### src/slsw_pkg.sv
// slsw_pkg: shared constants for the safety link sequence watchdog.
// Used by slsw_mod_serial and safety_link_sequence_watchdog; no dependencies.
package slsw_pkg;

    localparam int COUNT_BITS_DEF = 32;   // default sequence counter width
    localparam int MOD_W          = 32;   // modulus / limit / time / tally width
    localparam int REQ_W          = 2;
    localparam int MODE_W         = 2;
    localparam int FAULT_W        = 2;
    localparam int CFG_IDX_W      = 1;

    // request kinds
    localparam logic [REQ_W-1:0] REQ_FRAME  = 2'd0;
    localparam logic [REQ_W-1:0] REQ_POLL   = 2'd1;
    localparam logic [REQ_W-1:0] REQ_RESET  = 2'd2;

    // link states
    localparam logic [MODE_W-1:0] MODE_INIT     = 2'd0;
    localparam logic [MODE_W-1:0] MODE_RUNNING  = 2'd1;
    localparam logic [MODE_W-1:0] MODE_FAILSAFE = 2'd2;

    // latched fault codes
    localparam logic [FAULT_W-1:0] FAULT_NONE      = 2'd0;
    localparam logic [FAULT_W-1:0] FAULT_SIGNATURE = 2'd1;
    localparam logic [FAULT_W-1:0] FAULT_COUNTER   = 2'd2;
    localparam logic [FAULT_W-1:0] FAULT_TIMEOUT   = 2'd3;

    // configuration register indexes
    localparam logic [CFG_IDX_W-1:0] CFG_MODULUS = 1'd0;
    localparam logic [CFG_IDX_W-1:0] CFG_LIMIT   = 1'd1;

endpackage

### src/safety_link_sequence_watchdog.sv
// safety_link_sequence_watchdog: top level of the safety link receiver monitor.
// Depends on slsw_pkg and slsw_mod_serial.
//
// Receiver-side monitor for a safety layer carried over an untrusted channel. Each input
// item is a frame, a poll or a connection reset; each item yields exactly one result item
// with the pass flag, the link state (INIT, RUNNING, FAILSAFE), the latched fault and the
// accepted / rejected frame tallies. Polls, unused kinds, frames seen in FAILSAFE and frames
// with a bad signature are settled at the accepting edge; their result item is valid the
// next cycle when the result register is free. For a frame that reaches the sequence check and
// for a reset item, the incoming counter (or restart value) and the expected counter plus one
// are each reduced by the modulus in a bit-serial remainder unit, DW = max(COUNT_BITS, 32)
// bits wide, that consumes one dividend bit per cycle. The two units run side by side. One
// item is in work at a time and the next is taken the cycle after its result is registered.
// The result register holds a finished result while the next item is in work; the input
// stalls while an item is in work, and also when a second result is finished and the first
// one still waits for out_ready.
// Configuration writes (index 0 modulus, index 1 watchdog limit) are always ready and are
// only to be issued while the block is idle.
module safety_link_sequence_watchdog
    import slsw_pkg::*;
#(
    parameter int COUNT_BITS = slsw_pkg::COUNT_BITS_DEF
) (
    input  logic                           clk,
    input  logic                           rst_n,

    input  logic                           cfg_valid,
    output logic                           cfg_ready,
    input  logic [slsw_pkg::CFG_IDX_W-1:0] cfg_index,
    input  logic [slsw_pkg::MOD_W-1:0]     cfg_data,

    input  logic                           in_valid,
    output logic                           in_ready,
    input  logic [slsw_pkg::REQ_W-1:0]     req_type,
    input  logic                           signature_good,
    input  logic [31:0]                    frame_counter,
    input  logic [31:0]                    now_ms,
    input  logic [31:0]                    restart_counter,

    output logic                           out_valid,
    input  logic                           out_ready,
    output logic                           item_ok,
    output logic [slsw_pkg::MODE_W-1:0]    link_state,
    output logic [slsw_pkg::FAULT_W-1:0]   fault_code,
    output logic [31:0]                    accepted_total,
    output logic [31:0]                    rejected_total
);

    // dividend width: counter field or the full counter register, whichever is wider
    localparam int DW = (COUNT_BITS > MOD_W) ? COUNT_BITS : MOD_W;
    localparam logic [DW:0]   ONE_SHIFT = (DW + 1)'(1) << COUNT_BITS;
    localparam logic [DW-1:0] CNT_MASK  = DW'(ONE_SHIFT - (DW + 1)'(1));

    typedef enum logic [1:0] {
        ST_IDLE,
        ST_RUN,
        ST_DONE,
        ST_HOLD
    } state_t;

    // configuration
    logic [MOD_W-1:0] modulus_reg;
    logic [MOD_W-1:0] limit_reg;

    // control and architectural state
    state_t              state_reg,    state_next;
    logic                out_valid_reg, out_valid_next;
    logic                ok_reg,       ok_next;
    logic                is_reset_reg, is_reset_next;   // item in work is a reset
    logic [MODE_W-1:0]   mode_reg,     mode_next;
    logic [FAULT_W-1:0]  fault_reg,    fault_next;
    logic [COUNT_BITS-1:0] expected_reg, expected_next;
    logic [MOD_W-1:0]    last_time_reg, last_time_next;
    logic [MOD_W-1:0]    now_reg,      now_next;
    logic [MOD_W-1:0]    accept_reg,   accept_next;
    logic [MOD_W-1:0]    reject_reg,   reject_next;

    // result register
    logic                res_ok_reg,     res_ok_next;
    logic [MODE_W-1:0]   res_mode_reg,   res_mode_next;
    logic [FAULT_W-1:0]  res_fault_reg,  res_fault_next;
    logic [MOD_W-1:0]    res_accept_reg, res_accept_next;
    logic [MOD_W-1:0]    res_reject_reg, res_reject_next;

    logic                in_fire;
    logic                out_free;
    logic                publish;
    logic                start_div;
    logic [DW-1:0]       dividend_a;
    logic [DW-1:0]       dividend_b;
    logic [DW-1:0]       count_a_masked;
    logic [DW-1:0]       count_b_masked;
    logic                done_a;
    logic                done_b;
    logic [MOD_W-1:0]    rem_a;
    logic [MOD_W-1:0]    rem_b;
    logic [DW-1:0]       reduced_a;
    logic [DW-1:0]       reduced_b;
    logic [MOD_W-1:0]    elapsed;
    logic                needs_div;

    assign cfg_ready = 1'b1;

    always_ff @(posedge clk or negedge rst_n)
    begin
        if (!rst_n)
        begin
            modulus_reg <= '0;
            limit_reg   <= '0;
        end
        else if (cfg_valid)
        begin
            case (cfg_index)
                CFG_MODULUS: modulus_reg <= cfg_data;
                CFG_LIMIT:   limit_reg   <= cfg_data;
                default:     ;
            endcase
        end
    end

    // result slot is free now or frees at this edge
    assign out_free = !out_valid_reg || out_ready;
    assign in_ready = (state_reg == ST_IDLE);
    assign in_fire  = in_valid && in_ready;

    // frames heading for the sequence check and reset items need the remainder units
    assign needs_div = ((req_type == REQ_FRAME) && (mode_reg != MODE_FAILSAFE) && signature_good)
                     || (req_type == REQ_RESET);
    assign start_div = in_fire && needs_div;

    // unit A: incoming counter (frame) or restart value (reset); unit B: expected + 1
    always_comb
    begin
        if (req_type == REQ_RESET)
            dividend_a = DW'(restart_counter) & CNT_MASK;
        else
            dividend_a = DW'(frame_counter) & CNT_MASK;
        dividend_b = (DW'(expected_reg) + DW'(1)) & CNT_MASK;
    end

    slsw_mod_serial #(
        .DATA_W (DW)
    ) u_mod_a (
        .clk       (clk),
        .rst_n     (rst_n),
        .start     (start_div),
        .dividend  (dividend_a),
        .modulus   (modulus_reg),
        .done      (done_a),
        .remainder (rem_a)
    );

    slsw_mod_serial #(
        .DATA_W (DW)
    ) u_mod_b (
        .clk       (clk),
        .rst_n     (rst_n),
        .start     (start_div),
        .dividend  (dividend_b),
        .modulus   (modulus_reg),
        .done      (done_b),
        .remainder (rem_b)
    );

    // masked dividends are held for the DONE step; modulus zero means plain wrap
    always_ff @(posedge clk)
    begin
        if (start_div)
        begin
            count_a_masked <= dividend_a;
            count_b_masked <= dividend_b;
        end
    end

    assign reduced_a = (modulus_reg == '0) ? count_a_masked : DW'(rem_a);
    assign reduced_b = (modulus_reg == '0) ? count_b_masked : DW'(rem_b);

    assign elapsed = now_ms - last_time_reg;

    always_comb
    begin
        state_next      = state_reg;
        out_valid_next  = out_valid_reg;
        ok_next         = ok_reg;
        is_reset_next   = is_reset_reg;
        mode_next       = mode_reg;
        fault_next      = fault_reg;
        expected_next   = expected_reg;
        last_time_next  = last_time_reg;
        now_next        = now_reg;
        accept_next     = accept_reg;
        reject_next     = reject_reg;
        res_ok_next     = res_ok_reg;
        res_mode_next   = res_mode_reg;
        res_fault_next  = res_fault_reg;
        res_accept_next = res_accept_reg;
        res_reject_next = res_reject_reg;
        publish         = 1'b0;

        if (out_valid_reg && out_ready)
            out_valid_next = 1'b0;

        case (state_reg)
            ST_IDLE:
            begin
                if (in_fire)
                begin
                    now_next      = now_ms;
                    is_reset_next = (req_type == REQ_RESET);
                    if (needs_div)
                    begin
                        state_next = ST_RUN;
                    end
                    else
                    begin
                        // immediate items: settled at once, result out when the slot frees
                        ok_next = 1'b0;
                        case (req_type)
                            REQ_FRAME:
                            begin
                                reject_next = reject_reg + MOD_W'(1);
                                if (mode_reg != MODE_FAILSAFE)
                                begin
                                    mode_next  = MODE_FAILSAFE;
                                    fault_next = FAULT_SIGNATURE;
                                end
                            end
                            REQ_POLL:
                            begin
                                if (mode_reg != MODE_FAILSAFE)
                                begin
                                    if ((mode_reg == MODE_RUNNING) && (limit_reg != '0)
                                        && (elapsed >= limit_reg))
                                    begin
                                        mode_next  = MODE_FAILSAFE;
                                        fault_next = FAULT_TIMEOUT;
                                    end
                                    else
                                    begin
                                        ok_next = 1'b1;
                                    end
                                end
                            end
                            default: ;  // unused kind: report state only
                        endcase
                        if (out_free)
                            publish = 1'b1;
                        else
                            state_next = ST_HOLD;
                    end
                end
            end

            ST_RUN:
            begin
                if (done_a && done_b)
                    state_next = ST_DONE;
            end

            ST_DONE:
            begin
                if (is_reset_reg)
                begin
                    mode_next      = MODE_INIT;
                    fault_next     = FAULT_NONE;
                    expected_next  = COUNT_BITS'(reduced_a);
                    last_time_next = now_reg;
                    ok_next        = 1'b1;
                end
                else if (reduced_a == DW'(expected_reg))
                begin
                    expected_next  = COUNT_BITS'(reduced_b);
                    last_time_next = now_reg;
                    accept_next    = accept_reg + MOD_W'(1);
                    mode_next      = MODE_RUNNING;
                    ok_next        = 1'b1;
                end
                else
                begin
                    // link is not failsafe here, so this fault latches
                    reject_next = reject_reg + MOD_W'(1);
                    mode_next   = MODE_FAILSAFE;
                    fault_next  = FAULT_COUNTER;
                    ok_next     = 1'b0;
                end
                if (out_free)
                begin
                    publish    = 1'b1;
                    state_next = ST_IDLE;
                end
                else
                begin
                    state_next = ST_HOLD;
                end
            end

            ST_HOLD:
            begin
                // state already updated, waiting for the result slot
                if (out_free)
                begin
                    publish    = 1'b1;
                    state_next = ST_IDLE;
                end
            end

            default:
            begin
                state_next = ST_IDLE;
            end
        endcase

        // snapshot of the state after the item goes to the result register
        if (publish)
        begin
            out_valid_next  = 1'b1;
            res_ok_next     = ok_next;
            res_mode_next   = mode_next;
            res_fault_next  = fault_next;
            res_accept_next = accept_next;
            res_reject_next = reject_next;
        end
    end

    always_ff @(posedge clk or negedge rst_n)
    begin
        if (!rst_n)
        begin
            state_reg      <= ST_IDLE;
            out_valid_reg  <= 1'b0;
            ok_reg         <= 1'b0;
            is_reset_reg   <= 1'b0;
            mode_reg       <= MODE_INIT;
            fault_reg      <= FAULT_NONE;
            expected_reg   <= '0;
            last_time_reg  <= '0;
            now_reg        <= '0;
            accept_reg     <= '0;
            reject_reg     <= '0;
            res_ok_reg     <= 1'b0;
            res_mode_reg   <= MODE_INIT;
            res_fault_reg  <= FAULT_NONE;
            res_accept_reg <= '0;
            res_reject_reg <= '0;
        end
        else
        begin
            state_reg      <= state_next;
            out_valid_reg  <= out_valid_next;
            ok_reg         <= ok_next;
            is_reset_reg   <= is_reset_next;
            mode_reg       <= mode_next;
            fault_reg      <= fault_next;
            expected_reg   <= expected_next;
            last_time_reg  <= last_time_next;
            now_reg        <= now_next;
            accept_reg     <= accept_next;
            reject_reg     <= reject_next;
            res_ok_reg     <= res_ok_next;
            res_mode_reg   <= res_mode_next;
            res_fault_reg  <= res_fault_next;
            res_accept_reg <= res_accept_next;
            res_reject_reg <= res_reject_next;
        end
    end

    assign out_valid      = out_valid_reg;
    assign item_ok        = res_ok_reg;
    assign link_state     = res_mode_reg;
    assign fault_code     = res_fault_reg;
    assign accepted_total = res_accept_reg;
    assign rejected_total = res_reject_reg;

endmodule

### src/slsw_mod_serial.sv
// slsw_mod_serial: bit-serial restoring remainder unit, one dividend bit per cycle.
// Depends on slsw_pkg (MOD_W).
module slsw_mod_serial #(
    parameter int DATA_W = 32
) (
    input  logic                     clk,
    input  logic                     rst_n,
    input  logic                     start,
    input  logic [DATA_W-1:0]        dividend,
    input  logic [slsw_pkg::MOD_W-1:0] modulus,
    output logic                     done,
    output logic [slsw_pkg::MOD_W-1:0] remainder
);
    import slsw_pkg::*;

    localparam int CNT_W = $clog2(DATA_W + 1);

    logic               busy_reg;
    logic               done_reg;
    logic [CNT_W-1:0]   cnt_reg;
    logic [DATA_W-1:0]  div_reg;
    logic [MOD_W-1:0]   rem_reg;

    logic [MOD_W:0]     trial;
    logic [MOD_W:0]     mod_ext;
    logic [MOD_W:0]     diff;
    logic [MOD_W-1:0]   rem_next;

    // shift in the next dividend bit, subtract when the partial remainder fits
    assign trial    = {rem_reg, div_reg[DATA_W-1]};
    assign mod_ext  = {1'b0, modulus};
    assign diff     = trial - mod_ext;
    assign rem_next = (trial >= mod_ext) ? diff[MOD_W-1:0] : trial[MOD_W-1:0];

    always_ff @(posedge clk or negedge rst_n)
    begin
        if (!rst_n)
        begin
            busy_reg <= 1'b0;
            done_reg <= 1'b0;
            cnt_reg  <= '0;
        end
        else if (start)
        begin
            busy_reg <= 1'b1;
            done_reg <= 1'b0;
            cnt_reg  <= CNT_W'(DATA_W);
        end
        else if (busy_reg)
        begin
            cnt_reg <= cnt_reg - CNT_W'(1);
            if (cnt_reg == CNT_W'(1))
            begin
                busy_reg <= 1'b0;
                done_reg <= 1'b1;
            end
        end
        else
        begin
            done_reg <= 1'b0;
        end
    end

    always_ff @(posedge clk)
    begin
        if (start)
        begin
            div_reg <= dividend;
            rem_reg <= '0;
        end
        else if (busy_reg)
        begin
            div_reg <= div_reg << 1;
            rem_reg <= rem_next;
        end
    end

    assign done      = done_reg;
    assign remainder = rem_reg;

endmodule

### config.mk
export PLATFORM = sky130hd
export DESIGN_NAME = safety_link_sequence_watchdog
export DESIGN_NICKNAME = d
export VERILOG_FILES = /design/src/slsw_pkg.sv /design/src/safety_link_sequence_watchdog.sv /design/src/slsw_mod_serial.sv
export SDC_FILE = /design/constraint.sdc
export NUM_CORES = 1
export LEC_CHECK = 0
export BUFFER_PORTS_ARGS = -buffer_cell sky130_fd_sc_hd__buf_2
export CAP_MARGIN = 20
export CORE_MARGIN = 2
export CORE_UTILIZATION = 60
export CTS_BUF_LIST = sky130_fd_sc_hd__clkbuf_8
export CTS_CLUSTER_DIAMETER = 120
export CTS_CLUSTER_SIZE = 16
export DETAILED_ROUTE_END_ITERATION = 7
export GPL_TIMING_DRIVEN = 0
export PLACE_DENSITY = 0.79
export SETUP_SLACK_MARGIN = 0.3
export SLEW_MARGIN = 40
export SYNTH_ARGS = -nofsm -noshare
export SYNTH_HDL_FRONTEND = slang
export SYNTH_SLANG_ARGS = --single-unit
### constraint.sdc
create_clock -name clk -period 5.75 [get_ports clk]
set_input_delay 0.2875 -clock clk [delete_from_list [all_inputs] [get_ports clk]]
set_output_delay 0.2875 -clock clk [all_outputs]
set_load 0.02 [all_outputs]
# Yosys cells after proc, flatten, opt, wreduce, memory -nomap -nowiden
# Cells that the tools add are included.
[totals] regBits=510 input_bits=137
[op_classes] add_sub_neg=8 magnitude_cmp=3 n_eq_ne=16 mux=77 bitwise=1 reduce_logical=25
[ops] cell="32-bit 2-to-1 mux" n=21
[ops] cell="32-bit by 1-bit adder with 32-bit output (second input constant)" n=3
[ops] cell="32-bit subtractor" n=3
[ops] cell="33-bit by 32-bit greater-or-equal comparator with 1-bit output" n=2
[ops] cell="32-bit case mux with 2 select lines" n=1
[ops] cell="2-bit 2-to-1 mux" n=20
[ops] cell="32-bit == test" n=1
[ops] cell="32-bit greater-or-equal comparator" n=1
[ops] cell="32-bit zero test" n=1
[ops] cell="32-bit nonzero test" n=1
[ops] cell="1-bit 2-to-1 mux" n=24
[ops] cell="6-bit 2-to-1 mux" n=4
[ops] cell="2-bit case mux with 2 select lines" n=4
[ops] cell="6-bit by 1-bit == test with 1-bit output (second input constant)" n=2
[ops] cell="6-bit by 1-bit subtractor with 6-bit output (second input constant)" n=2
[ops] cell="1-bit logical AND" n=8
[ops] cell="2-bit case mux with 4 select lines" n=1
[ops] cell="2-bit AND reduction" n=4
[ops] cell="2-bit nonzero test" n=4
[ops] cell="2-bit by 1-bit == test with 1-bit output (second input constant)" n=3
[ops] cell="2-bit == test (second input constant)" n=3
[ops] cell="2-bit inequality test (second input constant)" n=3
[ops] cell="3-bit inequality test (second input constant)" n=2
[ops] cell="2-bit zero test" n=2
[ops] cell="8 further kinds" n=10

# Logic depth before layout (Yosys ltp)
[logic_depth] ltp_word=9 depth_mapped=25

# Modules after synthesis
# From an unflattened synthesis, not the netlist that was laid out.
[unflattened] hier_cells=2696 hier_area_um2=28765.1
[by_module_without_submodules] module="safety_link_sequence_watchdog" n_inst=1 cells_per_inst=1621 area_per_inst_um2=18930.7 seq_area_each_um2=9479.1
[by_module_without_submodules] module="slsw_mod_serial (u_mod_b)" n_inst=1 cells_per_inst=536 area_per_inst_um2=4923.5 seq_area_each_um2=1801.7
[by_module_without_submodules] module="slsw_mod_serial (u_mod_a)" n_inst=1 cells_per_inst=539 area_per_inst_um2=4911.0 seq_area_each_um2=1801.7

# Least setup slack after synthesis
# Ideal clock, no wire load.
[synth_path] path_type="register to register" from="register last_time_reg[0]" to="register res_fault_reg[0] (netlist: fault_code[0])" setup_time_ps=96 arrival_ps=4693 path_slack_ps=961 path_stages_with_launch=25 path_cell_list="dfrtp_1 -> ha_1 -> inv_1 -> fa_1 -> a21o_1 -> a311oi_1 -> a211o_1 -> o211a_1 -> o31ai_1 -> o31ai_1 -> a211o_1 -> a21oi_1 -> nor2_1 -> xnor2_1 -> ha_1 -> nand4_1 -> nor4_1 -> a211oi_1 -> a21oi_1 -> a211o_1 -> a21oi_1 -> a2111o_1 -> and3_1 -> o31a_1 -> o31ai_1"
[synth_between] elab_chain_len=9
[synth_rtl] element="from (decl)" line_no="safety_link_sequence_watchdog.sv:73" source="logic [MOD_W-1:0] last_time_reg, last_time_next;"
[synth_rtl] element="from (signal assigned)" line_no="safety_link_sequence_watchdog.sv:355" source="last_time_reg <= last_time_next;"
[synth_rtl] element="32-bit subtractor" line_no="safety_link_sequence_watchdog.sv:178" source="assign elapsed = now_ms - last_time_reg;"
[synth_rtl] element="32-bit greater-or-equal comparator" line_no="safety_link_sequence_watchdog.sv:233" source="&& (elapsed >= limit_reg))"
[synth_rtl] element="1-bit logical AND" line_no="safety_link_sequence_watchdog.sv:233"
[synth_rtl] element="2-bit 2-to-1 mux" line_no="safety_link_sequence_watchdog.sv:232" source="if ((mode_reg == MODE_RUNNING) && (limit_reg != '0)"
[synth_rtl] element="2-bit 2-to-1 mux" line_no="safety_link_sequence_watchdog.sv:230" source="if (mode_reg != MODE_FAILSAFE)"
[synth_rtl] element="2-bit case mux with 2 select lines" line_no="safety_link_sequence_watchdog.sv:218" source="case (req_type)"
[synth_rtl] element="2-bit 2-to-1 mux" line_no="safety_link_sequence_watchdog.sv:210" source="if (needs_div)"
[synth_rtl] element="2-bit 2-to-1 mux" line_no="safety_link_sequence_watchdog.sv:206" source="if (in_fire)"
[synth_rtl] element="2-bit case mux with 2 select lines" line_no="safety_link_sequence_watchdog.sv:203" source="case (state_reg)"
[synth_rtl] element="to (signal assigned)" line_no="safety_link_sequence_watchdog.sv:361" source="res_fault_reg <= res_fault_next;"
[synth_rtl] element="to (decl)" line_no="safety_link_sequence_watchdog.sv:81" source="logic [FAULT_W-1:0] res_fault_reg, res_fault_next;"
# Every way passes these cells.
# A chain may end at the register's enable or synchronous reset.

# Worst setup path after layout
[layout_path] from="register last_time_reg[0]" to="register res_fault_reg[1] (netlist: fault_code[1])"
[layout_between] elab_chain_len=9
[layout_rtl] element="32-bit subtractor" line_no="safety_link_sequence_watchdog.sv:178"
[layout_rtl] element="32-bit greater-or-equal comparator" line_no="safety_link_sequence_watchdog.sv:233"
[layout_rtl] element="1-bit logical AND" line_no="safety_link_sequence_watchdog.sv:233"
[layout_rtl] element="2-bit 2-to-1 mux" line_no="safety_link_sequence_watchdog.sv:232"
[layout_rtl] element="2-bit 2-to-1 mux" line_no="safety_link_sequence_watchdog.sv:230"
[layout_rtl] element="2-bit case mux with 2 select lines" line_no="safety_link_sequence_watchdog.sv:218"
[layout_rtl] element="2-bit 2-to-1 mux" line_no="safety_link_sequence_watchdog.sv:210"
[layout_rtl] element="2-bit 2-to-1 mux" line_no="safety_link_sequence_watchdog.sv:206"
[layout_rtl] element="2-bit case mux with 2 select lines" line_no="safety_link_sequence_watchdog.sv:203"
[layout_rtl] element="named net fault_next[1]" line_no="safety_link_sequence_watchdog.sv:71" source="logic [FAULT_W-1:0] fault_reg, fault_next;"
# The timed path passes the listed nets, and every way through them passes these cells.

==> impl_metrics.csv <==
group,metric,value,unit
status,status,"finished clean",
clock_network,cts_buffers,37,
placed_design,placed_cell_area,30320,um^2
clock_network,root_buffer,"clkbuf_8",
critical_path,crit_type,"flip-flop to flip-flop",
synthesis,ys_seq_area_frac,0.4621,
floorplanning,start_util,0.6082,
detailed_routing,ant_nets,0,
timing,period_share,0.9210,
placed_design,io_buffers,207,
job,cap_violations,0,
detailed_routing,drtIter0Drc,1999,
synthesis,synthDominantCellAreaShare,0.2811,
clock_network,htreeDepth,2,
synthesis,netlist_instances,2913,
cells_and_area,drive_gt1_frac,0.1482,
timing,final-setup-viol-count,0,
floorplanning,die-width,221.2,um
synthesis,yosysWarnings,0,
synthesis,synth_most_common_cell,"nand2_1",
synthesis,synth-edff-count,128,
timing,hold_violations,0,
synthesis,synthArstFlopShare,0.6235,
synthesis,synth_ff_type,"dfrtp_1",
global_route,grt_max_degree,78,
detailed_routing,route.met2.wl,39740,um
synthesis,ys_ff_latch,510,
cells_and_area,nets,3578,
timing,skew,0.04528,ns
timing,setup_tns,0,ns
timing,setup_ws,0.4540,ns
synthesis,synth_top_cells_by_area,"dfrtp_1, edfxtp_1, nand2_1",
power_and_ir_drop,p_comb_frac,0.505,
floorplanning,rows,79,
placed_design,dp_hpwl,63150,um
detailed_routing,wire_per_inst,21.20,um
min_path,holdCritPathClass,"input port to flip-flop",
clock_network,clock_latency,0.67,ns
global_route,antenna_found_initial,1,
detailed_routing,drcViolationCount,0,
clock_network,cts_buffer_depth,3,
cells_and_area,n_antenna_cell,0,
detailed_routing,vias_per_cell,6.037,
detailed_routing,drt-total-wl,83420,um
timing,relSlewSlack,0.4467,
synthesis,synth_largest_area_cell,"dfrtp_1",
power_and_ir_drop,pwr_density_cell,475.2,nW/um^2
timing,clock.fmax,0.1888,GHz
timing,period_needed,5.296,ns
critical_path,crit_arrival,5.85,ns
global_route,grtUsageTotal,0.3343,
timing,rsz0062_at_grt,"true",
placed_design,gp_congestion,0.9952,
global_route,grt_pass1_vias,23903,
synthesis,yosys-top-cells-count,"nand2_1, dfrtp_1, o21ai_0, inv_1, xnor2_1",
power_and_ir_drop,pwr-share-seq,0.376,
power_and_ir_drop,p_int,8739,uW
cells_and_area,area_delta_synth_final,14.69,%
floorplanning,dieArea,48940,um^2
critical_path,required,6.30,ns
clock_network,cts_tree,"yes",
detailed_routing,vias,23748,
detailed_routing,drtPass1Iterations,8,
synthesis,synth.cell_area,28310,um^2
clock_network,cts_sinks,510,
power_and_ir_drop,p_leak,0.01468,uW
critical_path,crit_path_start_kind,"flip-flop",
synthesis,synth_cell_types,85,
floorplanning,io_pins,209,
power_and_ir_drop,max-vdd-ir-drop,0.0002360,V
floorplanning,die_y,221.2,um
detailed_routing,routed.top_layer,"met5",
detailed_routing,met1_length,34060,um
global_route,globalRoute.totalOverflow,0,
cells_and_area,fin_area,32470,um^2
power_and_ir_drop,power_frac_clock,0.120,
floorplanning,core-area,46560,um^2
timing,worst_pin_slew,0.8300,ns
power_and_ir_drop,switching_share,0.4336,
synthesis,syn_nets,3187,
critical_path,worst-path-max-fanout,3,
global_route,grt_pass1_wl,129500,um
synthesis,avgSynthCellArea,9.720,um^2
clock_network,clk_pin_slew,0.11,ns
placed_design,dpl_worst_slack,-0.1606,ns
critical_path,cp-end-kind,"flip-flop",
timing,slew_viol_final,0,
power_and_ir_drop,p_sw,6691,uW
detailed_routing,route.met3.wl,5913,um
-- through the flow --
step                      total power [uW]  hold slack [ns]    util  instances
after floorplan                      11030        -0.008091       -       2913
after global placement               12930           0.4450  0.6467       3727
after detailed placement             13220           0.2533  0.6512       3734
after CTS                            15160          0.01439  0.6935       3927
after global routing                 16400          0.04449  0.6975       3934
final                                15430          0.04821  0.6975       3934
-- power groups by stage --
stage               sequential, uW  clock, uW  combinational, uW
floorplan                     5480          0               5550
global placement              5780          0               7150
detailed placement            5820          0               7400
CTS                           5750       1860               7550
global route                  5880       1980               8550
finish                        5800       1850               7790
-- routing by layer --
| metal | track usage | vias to the layer above |
|---|---|---|
| met2 | 0.5636 | 1017 |
| met4 | 0.1386 | 2 |
| li1 | - | 10968 |
| met3 | 0.04740 | 213 |
| met1 | 0.4353 | 11548 |
| met5 | 0 | - |
-- cells in the final DEF, fill, tap and decap left out, types with 8 or more instances in the layout --
cell           netlist  layout
edfxtp_1           128     128
a21oi_1            140     135
dlygate4sd3_1        0     130
o2111ai_1            8       8
and4_1               9       9
o22ai_1              8       8
o21a_1              19      18
nor2b_1             22      22
and3_1              35      34
a211oi_1            22      21
o31ai_1             11       9
a31oi_1             20      18
nand2b_1            20      20
buf_2                7     215
nor4_1              29      27
xor2_1              65      65
dfxtp_1             64      64
xnor2_1            146     146
o21bai_1            17      17
and2_1              12      12
nand4_1             33      33
mux2_2             138     138
ha_1               134     131
o211ai_1            24      24
a21o_1              43      43
nand2_1            556     555
nor2_1             134     132
clkbuf_1           102      99
nand3_1             63      63
nor3_1              25      25
dfrtp_1            318     318
clkbuf_8             0      38
inv_1              164     184
buf_4                3      10
buf_1               14      12
o21ai_0            201     198
mux2i_1             32      32
mux4_2              27      27
-- cells by family (layout without fill, tap and decap cells) --
kind of cell / count (synthesis) / after routing / share of synthesized area
fa+ha+maj: 137 / 137 / 0.06134
buf+inv: 292 / 706 / 0.03968
simple gates: 976 / 976 / 0.1551
compound gates: 589 / 589 / 0.1288
mux: 197 / 197 / 0.08768
xor+xnor: 211 / 211 / 0.06527
flops: 510 / 510 / 0.4621
other cells: 1 / 1 / 0.0001324
-- layout make-up --
cell class | count | area, um^2
Tap cell | 607 | 759.5
Clock inverter | 24 | 112.6
Sequential cell | 510 | 13080
Inverter | 165 | 619.3
Timing Repair Buffer | 352 | 2596
Fill cell | 3499 | 14080
Clock buffer | 38 | 523.0
Buffer | 127 | 510.5
Multi-Input combinational cell | 2111 | 14270
-- final timing paths --
path	startpoint	end	slack (ns)	cells past startpoint
max	last_time_reg[0]	fault_code[1]	0.45	24
min	restart_counter[20]	u_mod_a.div_reg[20]	0.05	4
max reg2reg	last_time_reg[0]	fault_code[1]	0.45	24
min reg2reg	accept_reg[31]	accept_reg[31]	0.47	1
max in group asynchronous	rst_n	accept_reg[4]	4.10	5
min in group asynchronous	rst_n	expected_reg[14]	0.17	2
-- critical path: stages, from the launching register on --
cell and delay, ns:
dfrtp_1 0.41, ha_2 0.18, inv_1 0.07, fa_2 0.21
a21o_1 0.16, a311oi_2 0.11, a211o_1 0.30, o211a_1 0.27
buf_4 0.15, or2_2 0.28, nor2b_1 0.11, o21ai_0 0.08
a21oi_1 0.45, ha_1 0.36, nand4_1 0.13, nor4_4 0.07
a211oi_1 0.24, a21oi_1 0.10, a211o_1 0.30, a21oi_4 0.25
a2111o_1 0.25, buf_4 0.13, o21bai_1 0.05, a32o_1 0.27
mux2_2 0.26
-- repair_timing --
action                                  4_1_cts  5_1_grt
pin swaps                                     2       13
endpoints found under the hold margin       190        0
resized for setup                             5       27
endpoints found under the setup margin       10       10
setup buffers                                 1        6
hold buffers                                130        0
(Power assumes the default switching activity.)
